### config.mk
export PLATFORM = sky130hd
export DESIGN_NAME = gwd_sqrt
export DESIGN_NICKNAME = d
export VERILOG_FILES = /design/src/sv/geiger_window_dose_rate_unit_assert.svh /design/src/sv/gwd_pkg.sv /design/src/sv/gwd_sqrt.sv
export SDC_FILE = /design/constraint.sdc
export NUM_CORES = 1
export LEC_CHECK = 0
export ABC_AREA = 1
export BUFFER_PORTS_ARGS = -buffer_cell sky130_fd_sc_hd__buf_2
export CAP_MARGIN = 10
export CORE_MARGIN = 2
export CORE_UTILIZATION = 54
export DETAILED_ROUTE_END_ITERATION = 6
export HOLD_SLACK_MARGIN = 0.1
export MAX_ROUTING_LAYER = met4
export PLACE_DENSITY = 0.78
export SLEW_MARGIN = 20
export SYNTH_ARGS = -nofsm -noshare
export SYNTH_HDL_FRONTEND = slang
export SYNTH_SLANG_ARGS = --single-unit
### constraint.sdc
create_clock -name clk -period 2.2 [get_ports clk]
set_clock_uncertainty 0.1 [all_clocks]
set_input_delay 0.11 -clock clk [delete_from_list [all_inputs] [get_ports clk]]
set_output_delay 0.11 -clock clk [all_outputs]
set_load 0.05 [all_outputs]
### src/sv/geiger_window_dose_rate_unit_assert.svh
// ----------------------------------------------------------------------------
// geiger window dose rate unit assertion macros
// shared concurrent assertion forms, clocked on clk and reset by rst_n
// ----------------------------------------------------------------------------
`ifndef GEIGER_WINDOW_DOSE_RATE_UNIT_ASSERT_SVH
`define GEIGER_WINDOW_DOSE_RATE_UNIT_ASSERT_SVH

// same-cycle implication
`define GWD_ASSERT_NOW(label, ante, cons) \
    label: assert property (@(posedge clk) disable iff (!rst_n) (ante) |-> (cons)) \
        else $error("gwd assertion failed");

// next-cycle implication
`define GWD_ASSERT_NEXT(label, ante, cons) \
    label: assert property (@(posedge clk) disable iff (!rst_n) (ante) |=> (cons)) \
        else $error("gwd assertion failed");

`endif

### src/sv/gwd_pkg.sv
// ----------------------------------------------------------------------------
// gwd_pkg
// shared types and constants of the geiger window dose rate unit
// ----------------------------------------------------------------------------
`timescale 1ns / 1ps
`default_nettype none

package gwd_pkg;

    localparam int BIN_COUNT = 200;
    localparam int PTR_W     = $clog2(BIN_COUNT);

    localparam logic [15:0] MS_PER_MIN       = 16'd60000;
    localparam logic [15:0] BIN_INTERVAL_RST = 16'd6000;
    localparam logic [15:0] ALPHA_RST        = 16'd13576;

    // register index, taken from paddr[2]
    localparam logic REG_BIN_INTERVAL = 1'b0;
    localparam logic REG_ALPHA        = 1'b1;

    localparam int DIV_NUM_W = 72;
    localparam int DIV_DEN_W = 48;

    typedef struct packed {
        logic [15:0] pulse_count;
        logic [15:0] noise_count;
        logic [31:0] now_ms;
    } in_item_t;

    typedef struct packed {
        logic [31:0] window_count;
        logic [31:0] integration_ms;
        logic [31:0] cpm_x256;
        logic [31:0] dose_rate_q16;
        logic [31:0] dose_error_q16;
        logic        noise_seen;
        logic        radiation_seen;
    } out_item_t;

    typedef struct packed {
        logic busy;
        logic done;
    } unit_stat_t;

endpackage

`default_nettype wire

### src/sv/gwd_sqrt.sv
// ----------------------------------------------------------------------------
// gwd_sqrt
// integer square root of val * 2^32, one root bit per cycle
// ----------------------------------------------------------------------------
`timescale 1ns / 1ps
`default_nettype none

module gwd_sqrt (
    input  wire logic        clk,
    input  wire logic        rst_n,
    input  wire logic        start,
    input  wire logic [31:0] val,
    output gwd_pkg::unit_stat_t stat,
    output logic      [31:0] root
);

    logic [33:0] rem_reg, rem_next;
    logic [31:0] xs_reg, xs_next;
    logic [31:0] root_reg, root_next;
    logic [5:0]  cnt_reg, cnt_next;
    logic        busy_reg, busy_next;
    logic        done_reg, done_next;
    logic [35:0] part;
    logic [35:0] trial;

    // two radicand bits enter per step, zeros once val is used up
    assign part  = {rem_reg, xs_reg[31:30]};
    assign trial = {2'b00, root_reg, 2'b01};

    always_comb
    begin
        rem_next  = rem_reg;
        xs_next   = xs_reg;
        root_next = root_reg;
        cnt_next  = cnt_reg;
        busy_next = busy_reg;
        done_next = 1'b0;
        if (start)
        begin
            rem_next  = '0;
            xs_next   = val;
            root_next = '0;
            cnt_next  = 6'd32;
            busy_next = 1'b1;
        end
        else if (busy_reg)
        begin
            if (part >= trial)
            begin
                rem_next  = 34'(part - trial);
                root_next = {root_reg[30:0], 1'b1};
            end
            else
            begin
                rem_next  = part[33:0];
                root_next = {root_reg[30:0], 1'b0};
            end
            xs_next  = {xs_reg[29:0], 2'b00};
            cnt_next = cnt_reg - 6'd1;
            if (cnt_reg == 6'd1)
            begin
                busy_next = 1'b0;
                done_next = 1'b1;
            end
        end
    end

    always_ff @(posedge clk or negedge rst_n)
    begin
        if (!rst_n)
        begin
            busy_reg <= 1'b0;
            done_reg <= 1'b0;
            cnt_reg  <= '0;
        end
        else
        begin
            busy_reg <= busy_next;
            done_reg <= done_next;
            cnt_reg  <= cnt_next;
        end
    end

    always_ff @(posedge clk)
    begin
        rem_reg  <= rem_next;
        xs_reg   <= xs_next;
        root_reg <= root_next;
    end

    assign stat.busy = busy_reg;
    assign stat.done = done_reg;
    assign root      = root_reg;

endmodule

`default_nettype wire

==> flow_metrics.env <==
export IMPL_outcome="complete, but fails checks"
export IMPL_violations="setup timing"
export IMPL_multi_input_area_um2=4500
export IMPL_drive_gt1_share_pct=35.0
export IMPL_syn_to_final_growth_pct=47.4
export IMPL_ys_seq_area_share_pct=36.5
export IMPL_p_per_area_nw_per_um2=1550
export IMPL_grt_max_degree=67
export IMPL_ys_types=37
export IMPL_worstPathRequired_ns=2.36
export IMPL_worstPathMaxFanout=5
export IMPL_met1_usage_pct=37.2
export IMPL_p_sw_mw=7.54
export IMPL_arrival_ns=2.47
export IMPL_clockPowerShare_pct=10.3
export IMPL_cts_buffers=9
export IMPL_stdcell_area_um2=10000
export IMPL_grt_overflow=0
export IMPL_diodes=0
export IMPL_drt_iter0_drc=581
export IMPL_max_slew_margin_rel_pct=70.6
export IMPL_grtUsageMet3_pct=3.32
export IMPL_largest_register_ffs=34
export IMPL_p_sw_share_pct=48.4
export IMPL_viasPerCell=5.37
export IMPL_max_stage_delay_ns=0.37
export IMPL_finalWeightedCongestion=0.990
export IMPL_clockBufferDepth=2
export IMPL_tightest_slew_ns=0.438
export IMPL_fillers=858
export IMPL_wirelength_um=22500
export IMPL_p_leak_nw=5.07
export IMPL_core_area_um2=12500
export IMPL_wl_per_cell_um=15.7
export IMPL_post_route_period_util_pct=105
export IMPL_setup_violations_final=28
export IMPL_critPathSlowestCell="dfxtp_4"
export IMPL_hp_class="primary input to register"
export IMPL_startpoint_type="register"
export IMPL_cts_clk_slew_worst_paths_ns=0.08
export IMPL_cp_end_kind="register"
export IMPL_grtUsageMet2_pct=53.5
export IMPL_seq_power_share_pct=17.5
export IMPL_worst_path_buf_inv=4
export IMPL_critical_path_top_delay_family="simple AND/OR/NAND/NOR gates"
export IMPL_rsz0062_at_grt="true"
export IMPL_synth_cells=1035
export IMPL_cts_tree="built"
export IMPL_row_count=41
export IMPL_clk_latency_ns=0.36
export IMPL_synth_fp_nets=1106
export IMPL_setup_slack_ns=-0.113
export IMPL_fp_dieH_um=116
export IMPL_crit_top_cell="nand2_2"
export IMPL_final_cell_mix="368 x nand2_1, 120 x inv_1, 117 x buf_4"
export IMPL_ys_warnings_count=0
export IMPL_antenna_left=0
export IMPL_cp_cell_sequence="inv_4 -> ha_4 -> buf_6 -> nand2_4 -> nand2_4 -> nand2_2 -> nand2_2 -> nand2_1 -> nand2_1 -> nand2_2 -> nand2_2 -> nand2_2 -> nand4_4 -> buf_4 -> buf_8 -> nor2_2 -> nor2_1 -> nand2_1 -> nand2_1"
export IMPL_ys_async_sr_fraction_pct=7.55
export IMPL_h_tree_depth=3
export IMPL_drt_first_pass_iters=5
export IMPL_floorplan_die_area_um2=13500
export IMPL_maxCapViolCount=0
export IMPL_vias=7678
export IMPL_period_needed_ns=2.31
export IMPL_top_usage_layer="met2"
export IMPL_grt_pass1_wl_um=32500
export IMPL_regArea_um2=2600
export IMPL_ir_drop_mv=0.622
export IMPL_drc_errors=0
export IMPL_worst_hold_slack_ns=0.193
export IMPL_ys_ff_latch=106
export IMPL_clock_sinks=106
export IMPL_fin_nets=1325
export IMPL_antenna_found_initial=0
export IMPL_clock_root_buffer="clkbuf_16"
export IMPL_worstSetupPathType="register to register"
export IMPL_portBuffers=68
export IMPL_start_util_pct=54.6
export IMPL_synth_area_um2=6800
export IMPL_grt_pass1_vias=7142
export IMPL_intPower_mw=8.03
export IMPL_place_detailed_hpwl_um=13800
export IMPL_ios=69
export IMPL_postSynthAreaPerCell_um2=6.57
export IMPL_synth_ff_type="dfxtp_1"
export IMPL_final_common_cell="nand2_1"
export IMPL_die_w_um=116
export IMPL_dpl_cell_area_um2=8240
export IMPL_fmax_mhz=432
export IMPL_slew_violations=0
export IMPL_pwr_share_comb_pct=72.2
export IMPL_synth_edf_count=32
export IMPL_grtUsageTotal_pct=31.1
export IMPL_hold_viol=0
==> synthesized netlist by cell type, drive strengths merged, types with 2 or more instances <==
cell / count / area, um^2
edfxtp: 32 / 961
nand4: 10 / 77.6
clkbuf: 19 / 71.3
o21bai: 5 / 37.5
a21oi: 32 / 164
nor2: 73 / 287
ha: 36 / 450
dfrtp: 8 / 200
clkinv: 3 / 11.3
nand3b: 2 / 15.0
inv: 148 / 556
xnor2: 7 / 61.3
nor3: 7 / 45.0
o21ai: 22 / 110
buf: 8 / 67.6
nand3: 67 / 353
nor4: 2 / 12.5
xor2: 10 / 87.6
and3: 2 / 12.5
o22ai: 32 / 200
a21boi: 2 / 26.3
nand2: 439 / 1650
dfxtp: 66 / 1320
==> metrics by stage <==
stage	util (%)	setup TNS (ns)	power (mW)	setup slack, ns	instances
2_1_floorplan	-	0	8.02	0.000327	1035
3_3_place_gp	66.1	-0.191	10.6	-0.0411	1361
3_5_place_dp	66.1	-0.519	10.7	-0.0474	1361
4_1_cts	71.9	0	12.5	0.00143	1414
5_1_grt	80.4	-4.25	16.6	-0.209	1431
6_report	80.4	-1.15	15.6	-0.113	1431
==> worst register-to-register path: cells and delay by family (launching register included) <==
| family | cells | cell delay [ns] |
|---|---|---|
| buffers and inverters | 4 | 0.49 |
| flip-flops | 1 | 0.37 |
| adder cells (fa/ha/maj) | 1 | 0.22 |
| AND/OR/NAND/NOR | 14 | 1.03 |
==> final timing paths <==
path                                                from                        to  slack (ns)  depth (start not counted)
max in group asynchronous                          rst_n        busy_reg$_DFF_PN0_        1.14                          3
worst max register to register      root[3]$_SDFFE_PP0P_  rem_reg[33]$_SDFFE_PP0P_       -0.11                         19
worst max-delay path                root[3]$_SDFFE_PP0P_  rem_reg[33]$_SDFFE_PP0P_       -0.11                         19
worst min-delay path                               start        busy_reg$_DFF_PN0_        0.19                          3
worst min register to register  rem_reg[32]$_SDFFE_PP0P_  rem_reg[32]$_SDFFE_PP0P_        0.36                          2
min in group asynchronous                          rst_n    cnt_reg[4]$_DFFE_PN0P_        0.61                          3
==> routing by layer <==
layer	wire length, um	up-vias
li1	-	3708
met4	971	0
met1	8930	3558
met3	1370	91
met5	0	-
met2	11200	321
==> logic make-up (layout without fill, tap and decap cells) <==
| group | after synthesis | in the layout | share of synthesized area (%) |
|---|---|---|---|
| adders and majority gates | 36 | 36 | 6.62 |
| and+or+nand+nor | 603 | 603 | 36.2 |
| AOI/OAI and AO/OA | 95 | 95 | 8.11 |
| buffers and inverters | 178 | 402 | 10.4 |
| DFF | 106 | 106 | 36.5 |
| xor gates and xnor gates | 17 | 17 | 2.19 |
==> final cells by class <==
class	count	share of cell area [%]
Tap cell	172	2.15
Sequential cell	106	25.9
Clock buffer	10	2.28
Clock inverter	6	0.574
Inverter	151	5.73
Multi-Input combinational cell	751	44.9
Timing Repair Buffer	235	18.5
==> timing repair <==
item                                    in CTS  in global routing
buffers inserted                             3                 13
resized for setup                           17                198
hold endpoints to repair                    40                  0
gates cloned                                 0                  5
endpoints found under the setup margin      33                 35
hold buffers                                34                  0
pin swaps                                    2                 68
==> power by group through the flow <==
stage / clock (mW) / combinational (mW) / sequential (mW)
floorplan: 0 / 5.37 / 2.66
CTS: 1.61 / 8.32 / 2.60
detailed placement: 0 / 8.04 / 2.63
finish: 1.60 / 11.2 / 2.72
global placement: 0 / 7.97 / 2.63
global route: 1.69 / 12.2 / 2.75
Note: power is estimated with default switching activity, not from simulation.
