$ cat src/sv/geiger_window_dose_rate_unit_assert.svh
// ----------------------------------------------------------------------------
// geiger window dose rate unit assertion macros
// shared concurrent assertion forms, clocked on clk and reset by rst_n
// ----------------------------------------------------------------------------
`ifndef GEIGER_WINDOW_DOSE_RATE_UNIT_ASSERT_SVH
`define GEIGER_WINDOW_DOSE_RATE_UNIT_ASSERT_SVH

// same-cycle implication
`define GWD_ASSERT_NOW(label, ante, cons) \
    label: assert property (@(posedge clk) disable iff (!rst_n) (ante) |-> (cons)) \
        else $error("gwd assertion failed");

// next-cycle implication
`define GWD_ASSERT_NEXT(label, ante, cons) \
    label: assert property (@(posedge clk) disable iff (!rst_n) (ante) |=> (cons)) \
        else $error("gwd assertion failed");

`endif

$ cat src/sv/gwd_pkg.sv
// ----------------------------------------------------------------------------
// gwd_pkg
// shared types and constants of the geiger window dose rate unit
// ----------------------------------------------------------------------------
`timescale 1ns / 1ps
`default_nettype none

package gwd_pkg;

    localparam int BIN_COUNT = 200;
    localparam int PTR_W     = $clog2(BIN_COUNT);

    localparam logic [15:0] MS_PER_MIN       = 16'd60000;
    localparam logic [15:0] BIN_INTERVAL_RST = 16'd6000;
    localparam logic [15:0] ALPHA_RST        = 16'd13576;

    // register index, taken from paddr[2]
    localparam logic REG_BIN_INTERVAL = 1'b0;
    localparam logic REG_ALPHA        = 1'b1;

    localparam int DIV_NUM_W = 72;
    localparam int DIV_DEN_W = 48;

    typedef struct packed {
        logic [15:0] pulse_count;
        logic [15:0] noise_count;
        logic [31:0] now_ms;
    } in_item_t;

    typedef struct packed {
        logic [31:0] window_count;
        logic [31:0] integration_ms;
        logic [31:0] cpm_x256;
        logic [31:0] dose_rate_q16;
        logic [31:0] dose_error_q16;
        logic        noise_seen;
        logic        radiation_seen;
    } out_item_t;

    typedef struct packed {
        logic busy;
        logic done;
    } unit_stat_t;

endpackage

`default_nettype wire

$ cat src/sv/gwd_div.sv
// ----------------------------------------------------------------------------
// gwd_div
// restoring divider, one quotient bit per cycle, quotient saturates at 32 bits
// ----------------------------------------------------------------------------
`timescale 1ns / 1ps
`default_nettype none

module gwd_div (
    input  wire logic                            clk,
    input  wire logic                            rst_n,
    input  wire logic                            start,
    input  wire logic [gwd_pkg::DIV_NUM_W-1:0]   num,
    input  wire logic [gwd_pkg::DIV_DEN_W-1:0]   den,
    output gwd_pkg::unit_stat_t                  stat,
    output logic      [31:0]                     quo
);

    logic [gwd_pkg::DIV_DEN_W-1:0] rem_reg, rem_next;
    logic [gwd_pkg::DIV_DEN_W-1:0] den_reg;
    logic [31:0]                   lo_reg, lo_next;
    logic [31:0]                   q_reg, q_next;
    logic [5:0]                    cnt_reg, cnt_next;
    logic                          busy_reg, busy_next;
    logic                          done_reg, done_next;
    logic [gwd_pkg::DIV_DEN_W:0]   trial;
    logic [gwd_pkg::DIV_NUM_W-33:0] num_hi;
    logic                          over;

    assign num_hi = num[gwd_pkg::DIV_NUM_W-1:32];
    // quotient exceeds 32 bits exactly when the upper part already reaches den
    assign over   = {{(gwd_pkg::DIV_DEN_W-(gwd_pkg::DIV_NUM_W-32)){1'b0}}, num_hi} >= den;
    assign trial  = {rem_reg, lo_reg[31]};

    always_comb
    begin
        rem_next  = rem_reg;
        lo_next   = lo_reg;
        q_next    = q_reg;
        cnt_next  = cnt_reg;
        busy_next = busy_reg;
        done_next = 1'b0;
        if (start)
        begin
            lo_next  = num[31:0];
            cnt_next = 6'd32;
            if (over)
            begin
                q_next    = '1;
                busy_next = 1'b0;
                done_next = 1'b1;
            end
            else
            begin
                rem_next  = {{(gwd_pkg::DIV_DEN_W-(gwd_pkg::DIV_NUM_W-32)){1'b0}}, num_hi};
                q_next    = '0;
                busy_next = 1'b1;
            end
        end
        else if (busy_reg)
        begin
            if (trial >= {1'b0, den_reg})
            begin
                rem_next = gwd_pkg::DIV_DEN_W'(trial - {1'b0, den_reg});
                q_next   = {q_reg[30:0], 1'b1};
            end
            else
            begin
                rem_next = trial[gwd_pkg::DIV_DEN_W-1:0];
                q_next   = {q_reg[30:0], 1'b0};
            end
            lo_next  = {lo_reg[30:0], 1'b0};
            cnt_next = cnt_reg - 6'd1;
            if (cnt_reg == 6'd1)
            begin
                busy_next = 1'b0;
                done_next = 1'b1;
            end
        end
    end

    always_ff @(posedge clk or negedge rst_n)
    begin
        if (!rst_n)
        begin
            busy_reg <= 1'b0;
            done_reg <= 1'b0;
            cnt_reg  <= '0;
        end
        else
        begin
            busy_reg <= busy_next;
            done_reg <= done_next;
            cnt_reg  <= cnt_next;
        end
    end

    always_ff @(posedge clk)
    begin
        rem_reg <= rem_next;
        lo_reg  <= lo_next;
        q_reg   <= q_next;
        if (start)
        begin
            den_reg <= den;
        end
    end

    assign stat.busy = busy_reg;
    assign stat.done = done_reg;
    assign quo       = q_reg;

endmodule

`default_nettype wire

$ cat config.mk
export PLATFORM = sky130hd
export DESIGN_NAME = gwd_div
export DESIGN_NICKNAME = d
export VERILOG_FILES = /design/src/sv/geiger_window_dose_rate_unit_assert.svh /design/src/sv/gwd_pkg.sv /design/src/sv/gwd_div.sv
export SDC_FILE = /design/constraint.sdc
export NUM_CORES = 1
export LEC_CHECK = 0
export BUFFER_PORTS_ARGS = -buffer_cell sky130_fd_sc_hd__buf_2
export CAP_MARGIN = 10
export CORE_ASPECT_RATIO = 0.7
export CORE_MARGIN = 4
export CORE_UTILIZATION = 49
export DETAILED_ROUTE_END_ITERATION = 16
export PLACE_DENSITY = 0.7
export SYNTH_ARGS = -nofsm -noshare
export SYNTH_HDL_FRONTEND = slang
export SYNTH_SLANG_ARGS = --single-unit
$ cat constraint.sdc
create_clock -name clk -period 5.05 [get_ports clk]
set_clock_uncertainty 0.1 [all_clocks]
set_input_delay 1.01 -clock clk [delete_from_list [all_inputs] [get_ports clk]]
set_output_delay 1.01 -clock clk [all_outputs]
set_load 0.01 [all_outputs]
==> results of run 1 <==
==> through the flow <==
step,hold WS (ps),utilization (%),setup slack (ps),area (µm²)
after detailed placement,405,54.2,857,11800
after CTS,293,56.6,1200,12300
after floorplan,384,-,261,10900
final,306,56.6,1190,12300
after global placement,403,54.2,992,11800
after global routing,297,56.6,900,12300
==> Yosys cell counts (all sizes together) (12+ instances only) <==
| cell type | count | area, µm² |
|---|---|---|
| buf | 22 | 193 |
| clkbuf | 29 | 109 |
| a31oi | 31 | 194 |
| a21o | 51 | 390 |
| edfxtp | 160 | 4800 |
| a21oi | 64 | 320 |
| inv | 132 | 495 |
| a211oi | 12 | 100 |
| nand4 | 22 | 138 |
| xnor2 | 27 | 236 |
| xor2 | 17 | 149 |
| o21ai | 69 | 353 |
| ha | 90 | 1130 |
| nand2 | 107 | 404 |
| nand3 | 20 | 100 |
| nor2 | 70 | 263 |
| mux2 | 32 | 360 |
==> logic make-up after synthesis <==
group,Yosys count,share of synthesized area [%]
DFF,168,46.0
adders and majority gates,91,10.5
AOI/OAI and AO/OA,280,17.0
xor gates and xnor gates,44,3.54
and+or+nand+nor,274,11.6
muxes,40,4.04
buffers and inverters,183,7.32
==> area by class of cell <==
cell class	count	area share, %
Tap cell	282	2.86
Timing Repair Buffer	164	6.94
Clock buffer	21	3.57
Clock inverter	11	0.609
Multi-Input combinational cell	729	41.4
Sequential cell	168	40.6
Inverter	132	4.02
==> path summary, 6_finish.rpt <==
path	cells after the start	to	startpoint	slack, ps
max	13	rem_reg[46]	lo_reg[31]	1190
min	1	cnt_reg[0]	rst_n	310
max reg2reg	13	rem_reg[46]	lo_reg[31]	1190
min reg2reg	2	cnt_reg[5]	cnt_reg[5]	420
max in group asynchronous	1	cnt_reg[4]	rst_n	4370
min in group clk	2	cnt_reg[5]	cnt_reg[5]	420
==> where the power goes <==
| part | switching (mW) | internal [mW] | total (mW) |
|---|---|---|---|
| Clock | 0.565 | 0.628 | 1.19 |
| Sequential | 0.173 | 1.90 | 2.07 |
| Combinational | 1.69 | 1.16 | 2.85 |
==> per-layer routing <==
metal	GRT usage, %	wire length (µm)	up-vias
li1	-	-	4131
met1	33.6	13600	3906
met2	29.7	10700	259
met3	5.39	1710	17
met4	3.64	223	0
met5	0	0	-
==> layout by cell type (no fill, tap or decap), types with 4 or more instances in the layout <==
| cell | Yosys | routed |
|---|---|---|
| mux2_2 | 32 | 32 |
| a31oi_1 | 31 | 31 |
| nor2b_1 | 6 | 6 |
| a21o_1 | 50 | 50 |
| edfxtp_1 | 160 | 160 |
| o211ai_1 | 4 | 4 |
| mux2i_1 | 8 | 8 |
| clkbuf_1 | 29 | 4 |
| xnor2_1 | 27 | 27 |
| xor2_1 | 17 | 17 |
| nand2b_1 | 4 | 4 |
| nand2_1 | 106 | 105 |
| o21bai_1 | 11 | 11 |
| o21a_1 | 5 | 5 |
| nor3_1 | 11 | 11 |
| a211oi_1 | 10 | 10 |
| nor4_1 | 5 | 5 |
| and3_1 | 8 | 8 |
| o21ai_0 | 65 | 65 |
| clkbuf_16 | 0 | 17 |
| a2bb2oi_1 | 5 | 5 |
| clkinvlp_4 | 0 | 4 |
| nand3_1 | 20 | 20 |
| dfrtp_1 | 8 | 8 |
| buf_2 | 4 | 155 |
| buf_4 | 7 | 8 |
| inv_1 | 132 | 131 |
| ha_1 | 90 | 90 |
| a21oi_1 | 64 | 64 |
| nor2_1 | 70 | 70 |
| or3_1 | 6 | 6 |
| nand4_1 | 22 | 22 |
==> results, run 1 <==
- The slowest stage of the critical path belongs to the cell fa_1.
- The max-slew violation count is 0.
- In this design, the critical path's most frequently occurring cell is o21ai_0.
- The first-pass GRT wire length is 41.8 mm.
- Max-cap violations in this run came to 0.
- Counting every net in the synthesized netlist gives 1,294.
- The synthesized area divided by synthesized cell count is 10.1 µm².
- The repair_antennas step left the layout with diodes totalling 0.
- The area of the core is 0.0218 mm².
- The classification of the worst setup path is reg2reg.
- The post-route netlist has 20.0% of its cells at a drive strength greater than 1.
- For the worst setup path, the data required time is 5130 ps.
- The final-stage net count is 1,426.
- The number of I/O port buffers is 156.
- TritonCTS built the clock tree.
- The initial antenna violation count came to 0.
- In this run, post-CTS repair resized a total of 0 instances.
- The number of synthesized flops with an enable pin is 160.
- The minimum period implied by the final worst setup slack is 3860 ps.
- The pin slew with the least headroom to its limit is 823 ps.
- The initial utilization of the core area, before any placement, comes to 50.0%.
- The final total negative setup slack is 0 ps.
- The startpoint class of the critical path is a register.
- Setup repair after global routing left no endpoint under its margin.
- In the routed layout, each cell is associated on average with a via count of 5.52.
- The gate family responsible for the most delay along the worst path is compound AO/OA/AOI/OAI gates.
- The routed length per placed instance is 17.4 µm.
- The total chip power is 6.11 mW.
- The gate count after technology mapping is 1,080.
- The number of sinks driven by the clock tree is 168.
- The number of buffers and inverters on the critical path is 2.
- In this run the power density over the cells is 496 mW/mm².
- The congestion estimate from routability-driven global placement came to 0.919.
- The path class of the tightest hold or removal check is in2async.
- After floorplanning, the core was divided into 45 placement rows.
- Clock tree synthesis inserted a total of 17 buffers.
- The arrival time of the worst setup path is 3940 ps.
- The final HPWL from detailed placement is 19.4 mm.
- The clock slew at the register clock pins of the worst setup and hold paths is 70 ps.
- Entering global routing, the biggest net connects 66 pins.
- The later-pin clock latency in the skew report is 440 ps.
- The run finished with clean final reports.
- After global routing the overflow that remains totals 0.
- The async set-reset flop share out of synthesis is 4.76%.
- For this run, the total global-route usage over all layers was measured as 21.3%.
- The initial DRC count is 730.
- The count of endpoints failing hold in the final timing report is 0.
- The die area is 0.0247 mm².
- The number of nets still failing antenna checks after routing is 0.
- The filler cells instantiated in the layout total 1,959.
- CTS built an H-tree with a depth of 4.
- Post-CTS timing repair inserted 0 buffers for setup.
- The first detailed-routing pass took 6 iterations.
- The total standard cell area after synthesis is 0.0109 mm².
- The fraction of the yosys area taken by sequential cells is 46.0%.
- The critical path goes through inv_1, ha_1, inv_1, fa_1, a211oi_1, o21ai_0, nand3_1, a21oi_1, o31a_1, o21ai_0, o21ai_0, a311oi_1, o221ai_1.
- In this run the tightest slew margin relative to its limit is 45.2%.
- The analysis attributes to cell leakage a power of 5.66 nW.
- For this run, the number of Yosys warnings is 0.
- After detailed routing, the total wire length is 26.2 mm.
- The maximum fanout along the worst path is 4.
- The most common flop cell mapped by yosys is edfxtp_1.
- The netlist uses 67 different library cells.
- The number of placed I/O pins is 157.
- The endpoint type of the worst setup path is a register.
- The via count of the first global-routing pass was 8,033.
- Detailed routing inserted a total of 8,313 vias.
- In this run the vertical extent of the chip is 133 µm.
- In this run the clock root is driven by a clkbuf_16.
- After clock tree synthesis, the flow added hold-fix buffers numbering 0.
- The part of the cycle the worst path needs is 76.5%.
- The count of non-filler cells in the finished layout is 1,507.
- Setup violations remaining at the end of the flow were counted as 0.
- Counting flops and latches in the post-synthesis netlist gives 168.
- IR analysis of the VDD net gives a maximum drop of 0.295 mV.
- The number of buffers on the longest clock path is 2.
- In the final layout, the multi-input gates occupy 0.00510 mm².
- In this run, placement finished with an instance count of 1,475.
- The floorplan step set the die width to 186 µm.
- The highest clock rate is 0.259 GHz.
- The signed area change from the synthesized netlist to the final layout is 13.2%.
- In this design, the stage delay of the slowest critical-path cell is 430 ps.
- The remaining routing DRC violations is 0.
- The area of all sequential standard cells is 0.00500 mm².
(Power assumes the default switching activity.)
==> inputs of run 2 (changes only) <==
==> constraint.sdc (replaced) <==
create_clock -name clk -period 3.65 [get_ports clk]
set_clock_uncertainty 0.1 [all_clocks]
set_input_delay 0.73 -clock clk [delete_from_list [all_inputs] [get_ports clk]]
set_output_delay 0.73 -clock clk [all_outputs]
set_load 0.01 [all_outputs]
==> run 2 against run 1 <==
- global-route usage grew 0.14 points
- critical endpoint is now rem_reg[26]
- via count grew 1.7%
- utilization is 1.2 points higher
- sequential share of layout area is 0.82 points lower
- highest routed layer unchanged
- total power up 44%
==> results, run 2 (synthesized netlist as in run 1, its figures left out) <==
- The worst setup path is launched from a register.
- The post-detailed-routing wire length is 26.3 mm.
- The static leakage is 5.81 nW.
- Cells fill 57.7% of the core in the end.
- Entering global routing, the biggest net connects 95 pins.
- The later-pin clock latency in the skew report is 440 ps.
- The number of nets still failing antenna checks after routing is 0.
- The highest clock rate is 0.286 GHz.
- The critical path contains buffers and inverters numbering 2 combined.
- Relative to the synthesized area, the layout overhead comes to 15.5%.
- The clock net in this run drives a total of 168 sinks.
- The minimum period implied by the final worst setup slack is 3490 ps.
- After clock tree synthesis, the clock-pin slew on the worst setup and hold paths is 60 ps.
- Headroom to the max-slew limit came out at 61.7%.
- After legalization and detailed placement, the total HPWL measured 19.8 mm.
- For this configuration, the core starts out at a cell density of 50.0%.
- The startpoint identified for the worst register-to-register timing path is rem_reg[0].
- The die extent in y is 133 µm.
- The number of endpoints failing setup at the final stage is 0.
- In this run the count of I/O pins placed on the die edge is 157.
- In this run the deepest clock path goes through 2 buffers.
- The number of antenna repair diodes is 0.
- In this run the tool buffered the top-level ports with 156 buffer cells.
- The tightest min-delay check is of the in2async type.
- The post-route netlist has 21.3% of its cells at a drive strength greater than 1.
- Leaving out fill and tap cells, the most frequent cells in the layout are edfxtp_1 (160), buf_2 (155), inv_1 (131), nand2_1 (105), ha_1 (90).
- The via count of the first global-routing pass came to 8,181.
- Routability-driven placement finished with a final weighted congestion of 0.925.
- The number of post-CTS setup repair buffers is 0.
- The power density normalized to cell area is 698 mW/mm².
- The run finished with clean final reports.
- Global routing consumed, over all layers together, 21.4% of the routing resources.
- In this design, the critical path's most frequently occurring cell is buf_4.
- The number of H-tree levels is 4.
- The routed length per placed instance is 17.3 µm.
- STA puts the critical path data required time at 3700 ps.
- After layout, the design draws a total of 8.78 mW.
- The worst-case IR drop observed on VDD is 0.378 mV.
- The highest cell delay on the worst timing path is 470 ps.
- Once layout is complete, the cells apart from fillers number 1,524.
- The floorplan step defined a core boundary enclosing 0.0218 mm².
- The die is 186 µm wide.
- The remaining routing DRC violations is 0.
- For the pin with the worst max-slew slack, the measured transition is 571 ps.
- Along the worst path, the maximum fanout reaches 13.
- Setup repair after global routing left no endpoint under its margin.
- The first global-routing pass estimated 42.1 mm of wire.
- Summed over all layers, the global routing overflow is 0.
- The count of endpoints failing hold in the final timing report is 0.
- The CTS tree is done.
- Walking the worst path, the cells encountered are ha_1, nor2b_4, o2111a_1, o311ai_1, or3b_1, o211ai_2, nand4_1, nand2_2, o21ai_4, buf_4, buf_4, nand2_1, a31oi_1.
- The classification of the worst setup path is reg2reg.
- Buffers inserted during clock tree synthesis total 17.
- The die area is 0.0247 mm².
- Tracing the worst setup path back leads to its startpoint at rem_reg[0].
- The number of placed instances, taps included, is 1,493.
- The arrival time of the worst setup path is 3540 ps.
- STA classifies the critical path endpoint as a register.
- The master cell of the clock root buffer is clkbuf_16.
- After the first detailed-routing iteration, the DRC count stood at 688.
- The kind of cell with the highest combined delay along the critical path is simple AND/OR/NAND/NOR gates.
- The first-pass detailed-route iteration total is 6.
- The standard cell with the maximum stage delay on the critical path is or3b_1.
- Leaving out fill and tap cells, the most frequent cell in the layout is edfxtp_1.
- The final-stage net count is 1,444.
- The number of max-cap violations is 0.
- The vias per cell is 5.55.
- The initial antenna violation count is 0.
- The part of the cycle the worst path needs is 95.7%.
- The placement row count is 45.
- The max-slew violation count came to 0.
- Across all layers, the routed design uses 8,458 vias.
[run 2: cell types whose count changed in the layout (fill, tap and decap cells not counted), moves of 2 or more]
| cell | change |
|---|---|
| clkinvlp_4 | -2 |
| clkbuf_1 | -2 |
| bufinv_16 | +2 |
| clkinv_4 | +2 |
| buf_12 | +5 |
| buf_4 | +13 |
[run 2: worst paths after layout]
| path | to | slack [ps] | cells past startpoint |
|---|---|---|---|
| min in group clk | den_reg[20] | 380 | 1 |
| max | rem_reg[26] | 160 | 13 |
| min | cnt_reg[0] | 30 | 1 |
| max in group asynchronous | cnt_reg[3] | 3250 | 1 |
| min reg2reg | cnt_reg[5] | 440 | 2 |
| max reg2reg | rem_reg[26] | 160 | 13 |
[run 2: per-layer routing]
layer,vias to the layer above,part of all wire (%),track usage [%]
li1,4166,-,-
met1,4002,51,33.6
met2,277,42,29.9
met3,13,7.2,5.22
met4,0,0.67,4.13
met5,-,0,0
[run 2: area by class of cell]
type | instances | area [µm²]
timing repair buffer | 182 | 1050
clock buffer | 19 | 433
inverter | 132 | 495
tap | 282 | 353
multi-input combinational | 729 | 5110
sequential | 168 | 5000
fill | 1888 | 9210
clock inverter | 12 | 128
[run 2: repair_timing]
item | in CTS | in global routing
endpoints found under the hold margin | 0 | 0
setup endpoints to repair | 0 | 6
hold buffers | 0 | 0
resized for setup | 0 | 4
[run 2: stage by stage]
stage	setup WS, ps	setup TNS (ps)	cell area [µm²]	hold WS [ps]
final	157	0	12600	30.8
after global routing	15.3	0	12600	18.4
after CTS	47.5	0	12600	11.2
after detailed placement	-6.41	-6.41	12000	422
after global placement	114	0	12000	402
after floorplan	29.0	0	10900	334
[run 2: power breakdown]
| part | switching, mW | internal, mW |
|---|---|---|
| clock | 0.758 | 1.00 |
| sequential | 0.231 | 2.63 |
| combinational | 2.41 | 1.75 |
| total | 3.40 | 5.38 |
==> inputs of run 3 (changes only) <==
--- a/config.mk
+++ b/config.mk
@@ -5,7 +5,7 @@
 export SDC_FILE = /design/constraint.sdc
 export NUM_CORES = 1
 export LEC_CHECK = 0
-export BUFFER_PORTS_ARGS = -buffer_cell sky130_fd_sc_hd__buf_2
+export BUFFER_PORTS_ARGS = -buffer_cell sky130_fd_sc_hd__buf_4
 export CAP_MARGIN = 10
 export CORE_ASPECT_RATIO = 0.7
 export CORE_MARGIN = 4
==> run 3 against run 2 <==
- global-route usage about the same
- sequential cell count unchanged
- first-iteration DRC count increased by 6.0%
- sequential share of layout area decreased by 1.5 points
==> results, run 3 (synthesized netlist as in run 1, its figures left out) <==
- Setup repair after global routing left no endpoint under its margin.
- In this run the count of I/O pins placed on the die edge is 157.
- The master cell of the clock root buffer is clkbuf_16.
- The headroom to the max-slew limit is 45.8%.
- Counting the buffers created by CTS gives 17.
- The part of the cycle the worst path needs is 94.3%.
- No sink is reached through more buffers than the 2 on the longest clock path.
- The register-to-register setup slack is 210 ps.
- The hold path startpoint is den[20].
- The final worst slack is 210 ps.
- The die extent in y is 133 µm.
- The standard cell area after detailed placement is 0.0124 mm².
- After clock tree synthesis, the clock-pin slew on the worst setup and hold paths is 70 ps.
- The routed length per placed instance is 17.3 µm.
- From left edge to right edge, the die measures 186 µm.
- The final-stage net count is 1,445.
- The initial antenna violation count is 0.
- The via count of the first global-routing pass was 8,204.
- Clock latency on the worst-skew pair, taken at its later pin, is 440 ps.
- At the pin with the least slew margin, the transition time is 813 ps.
- The arrival time of the worst setup path is 3600 ps.
- The classification of the worst setup path is reg2reg.
- The static leakage is 5.96 nW.
- The post-detailed-routing wire length is 26.4 mm.
- IR analysis of the VDD net gives a maximum drop of 0.405 mV.
- The fraction of final layout cells with drive strength greater than 1 is 21.9%.
- Setup violations remaining at the end of the flow were counted as 0.
- The worst setup path is launched from a register.
- Power spread over the standard cell area amounts to 691 mW/mm².
- TritonCTS built the clock tree.
- The total track usage is 21.4%.
- For the worst setup path, the data required time is 3810 ps.
- The first-pass GRT wire length is 42.5 mm.
- The number of H-tree levels is 4.
- Entering global routing, the biggest net connects 85 pins.
- The repair_antennas step left the layout with diodes totalling 0.
- The worst flop-to-flop path endpoint is rem_reg[19].
- The endpoint type of the worst setup path is a register.
- The worst hold path endpoint is den_reg[20].
- The number of I/O port buffers is 156.
- The flow ran to the end, and the final reports show no timing, DRC or antenna violations.
- The number of cells on the worst reg-to-reg path is 12.
- The number of nets still failing antenna checks after routing is 0.
- For this block, the initial DRC count from the detailed router was 729.
- The maximum fanout along the worst path is 23.
- After routing the design area is 0.0131 mm².
- The remaining routing DRC violations is 0.
- Dividing the detail-routed via count by the number of cells gives 5.52.
- The total area inside the core boundary comes to 0.0218 mm².
- In this run the critical register-to-register path is launched from rem_reg[0].
- From synthesis to final layout, the design area changed by 20.0%.
- Detailed placement finished with a half-perimeter wire length of 19.9 mm.
- At the end of the flow the core is filled with cells to 60.0%.
- The number of vias after detailed routing is 8,427.
- The max-slew violation count is 0.
- The die covers 0.0247 mm².
- Counting instances, the worst hold path has a depth of 1.
- For this run, the detailed router's first-pass iteration total came to 5.
- The floorplan has 45 rows.
- The number of sinks driven by the clock tree is 168.
- The minimum period implied by the final worst setup slack is 3440 ps.
- The final weighted congestion of routability-driven global placement is 0.916.
- The global-route congestion overflow total is 0.
- Before CTS, the worst setup slack after placement is -42.9 ps.
- For this run, the top clock speed supported by timing is 0.291 GHz.
- Leaving out fill and tap cells, the most frequent cell in the layout is buf_4.
- For this configuration, the core starts out at a cell density of 50.0%.
- The number of post-CTS setup repair buffers is 0.
- The number of max-cap violations is 0.
- The top cell types in the final layout, fill and taps aside, are buf_4 (176), edfxtp_1 (160), inv_1 (131), nand2_1 (105), ha_1 (90).
- The worst hold path belongs to the class in2reg.
- The count of endpoints failing hold in the final timing report is 0.
-- run 3: routing by layer --
layer | vias up | track usage, % | part of all wire (%)
li1 | 4177 | - | -
met1 | 3972 | 33.9 | 51
met2 | 264 | 30.0 | 42
met3 | 14 | 5.00 | 6.7
met4 | 0 | 3.88 | 0.45
met5 | - | 0 | 0
-- run 3: report_power, final --
group	internal [mW]	switching (mW)	total, mW
registers	2.63	0.233	2.86
logic	1.82	2.39	4.21
clock network	1.16	0.801	1.96
total	5.61	3.42	9.03
-- run 3: layout make-up --
cell class,count,area (µm²)
Sequential cell,168,5000
Multi-Input combinational cell,729,5120
Fill cell,1874,8720
Tap cell,282,353
Inverter,132,495
Clock inverter,15,216
Clock buffer,17,425
Timing Repair Buffer,183,1450
-- run 3: how the worst max path moves through the flow --
stage / from / to / slack [ps] / cells after the start
finish: rem_reg[0] / rem_reg[19] / 210 / 12
global route: lo_reg[31] / rem_reg[46] / 30 / 13
CTS: lo_reg[31] / rem_reg[28] / 170 / 15
detailed placement: num[32] / quo[9] / -40 / 14
global placement: num[32] / rem_reg[24] / 40 / 14
floorplan: num[32] / rem_reg[0] / 30 / 12
-- run 3: through the flow --
stage / hold slack (ps) / instances / power (mW) / TNS, ps
finish: 375 / 1526 / 9.03 / 0
detailed placement: 421 / 1493 / 6.99 / -996
floorplan: 334 / 1080 / 5.96 / 0
CTS: 348 / 1526 / 9.00 / 0
global route: 356 / 1526 / 9.66 / 0
global placement: 409 / 1493 / 6.94 / 0
-- run 3: timing repair --
action                     in CTS  in global routing
hold endpoints to repair        8                  0
gates resized for setup         0                  5
setup endpoints to repair       0                 10
hold buffers                    1                  0
-- run 3: critical path, stage by stage, from the launching register on --
cell and delay [ps]:
edfxtp_1 440, ha_1 340, nor2b_4 140, o2111a_1 240, o311ai_1 240, or3b_4 460, o211ai_2 210, nand4_1 190
nand2_2 170, o21a_4 260, buf_12 190, nand2_1 60, a31oi_1 220
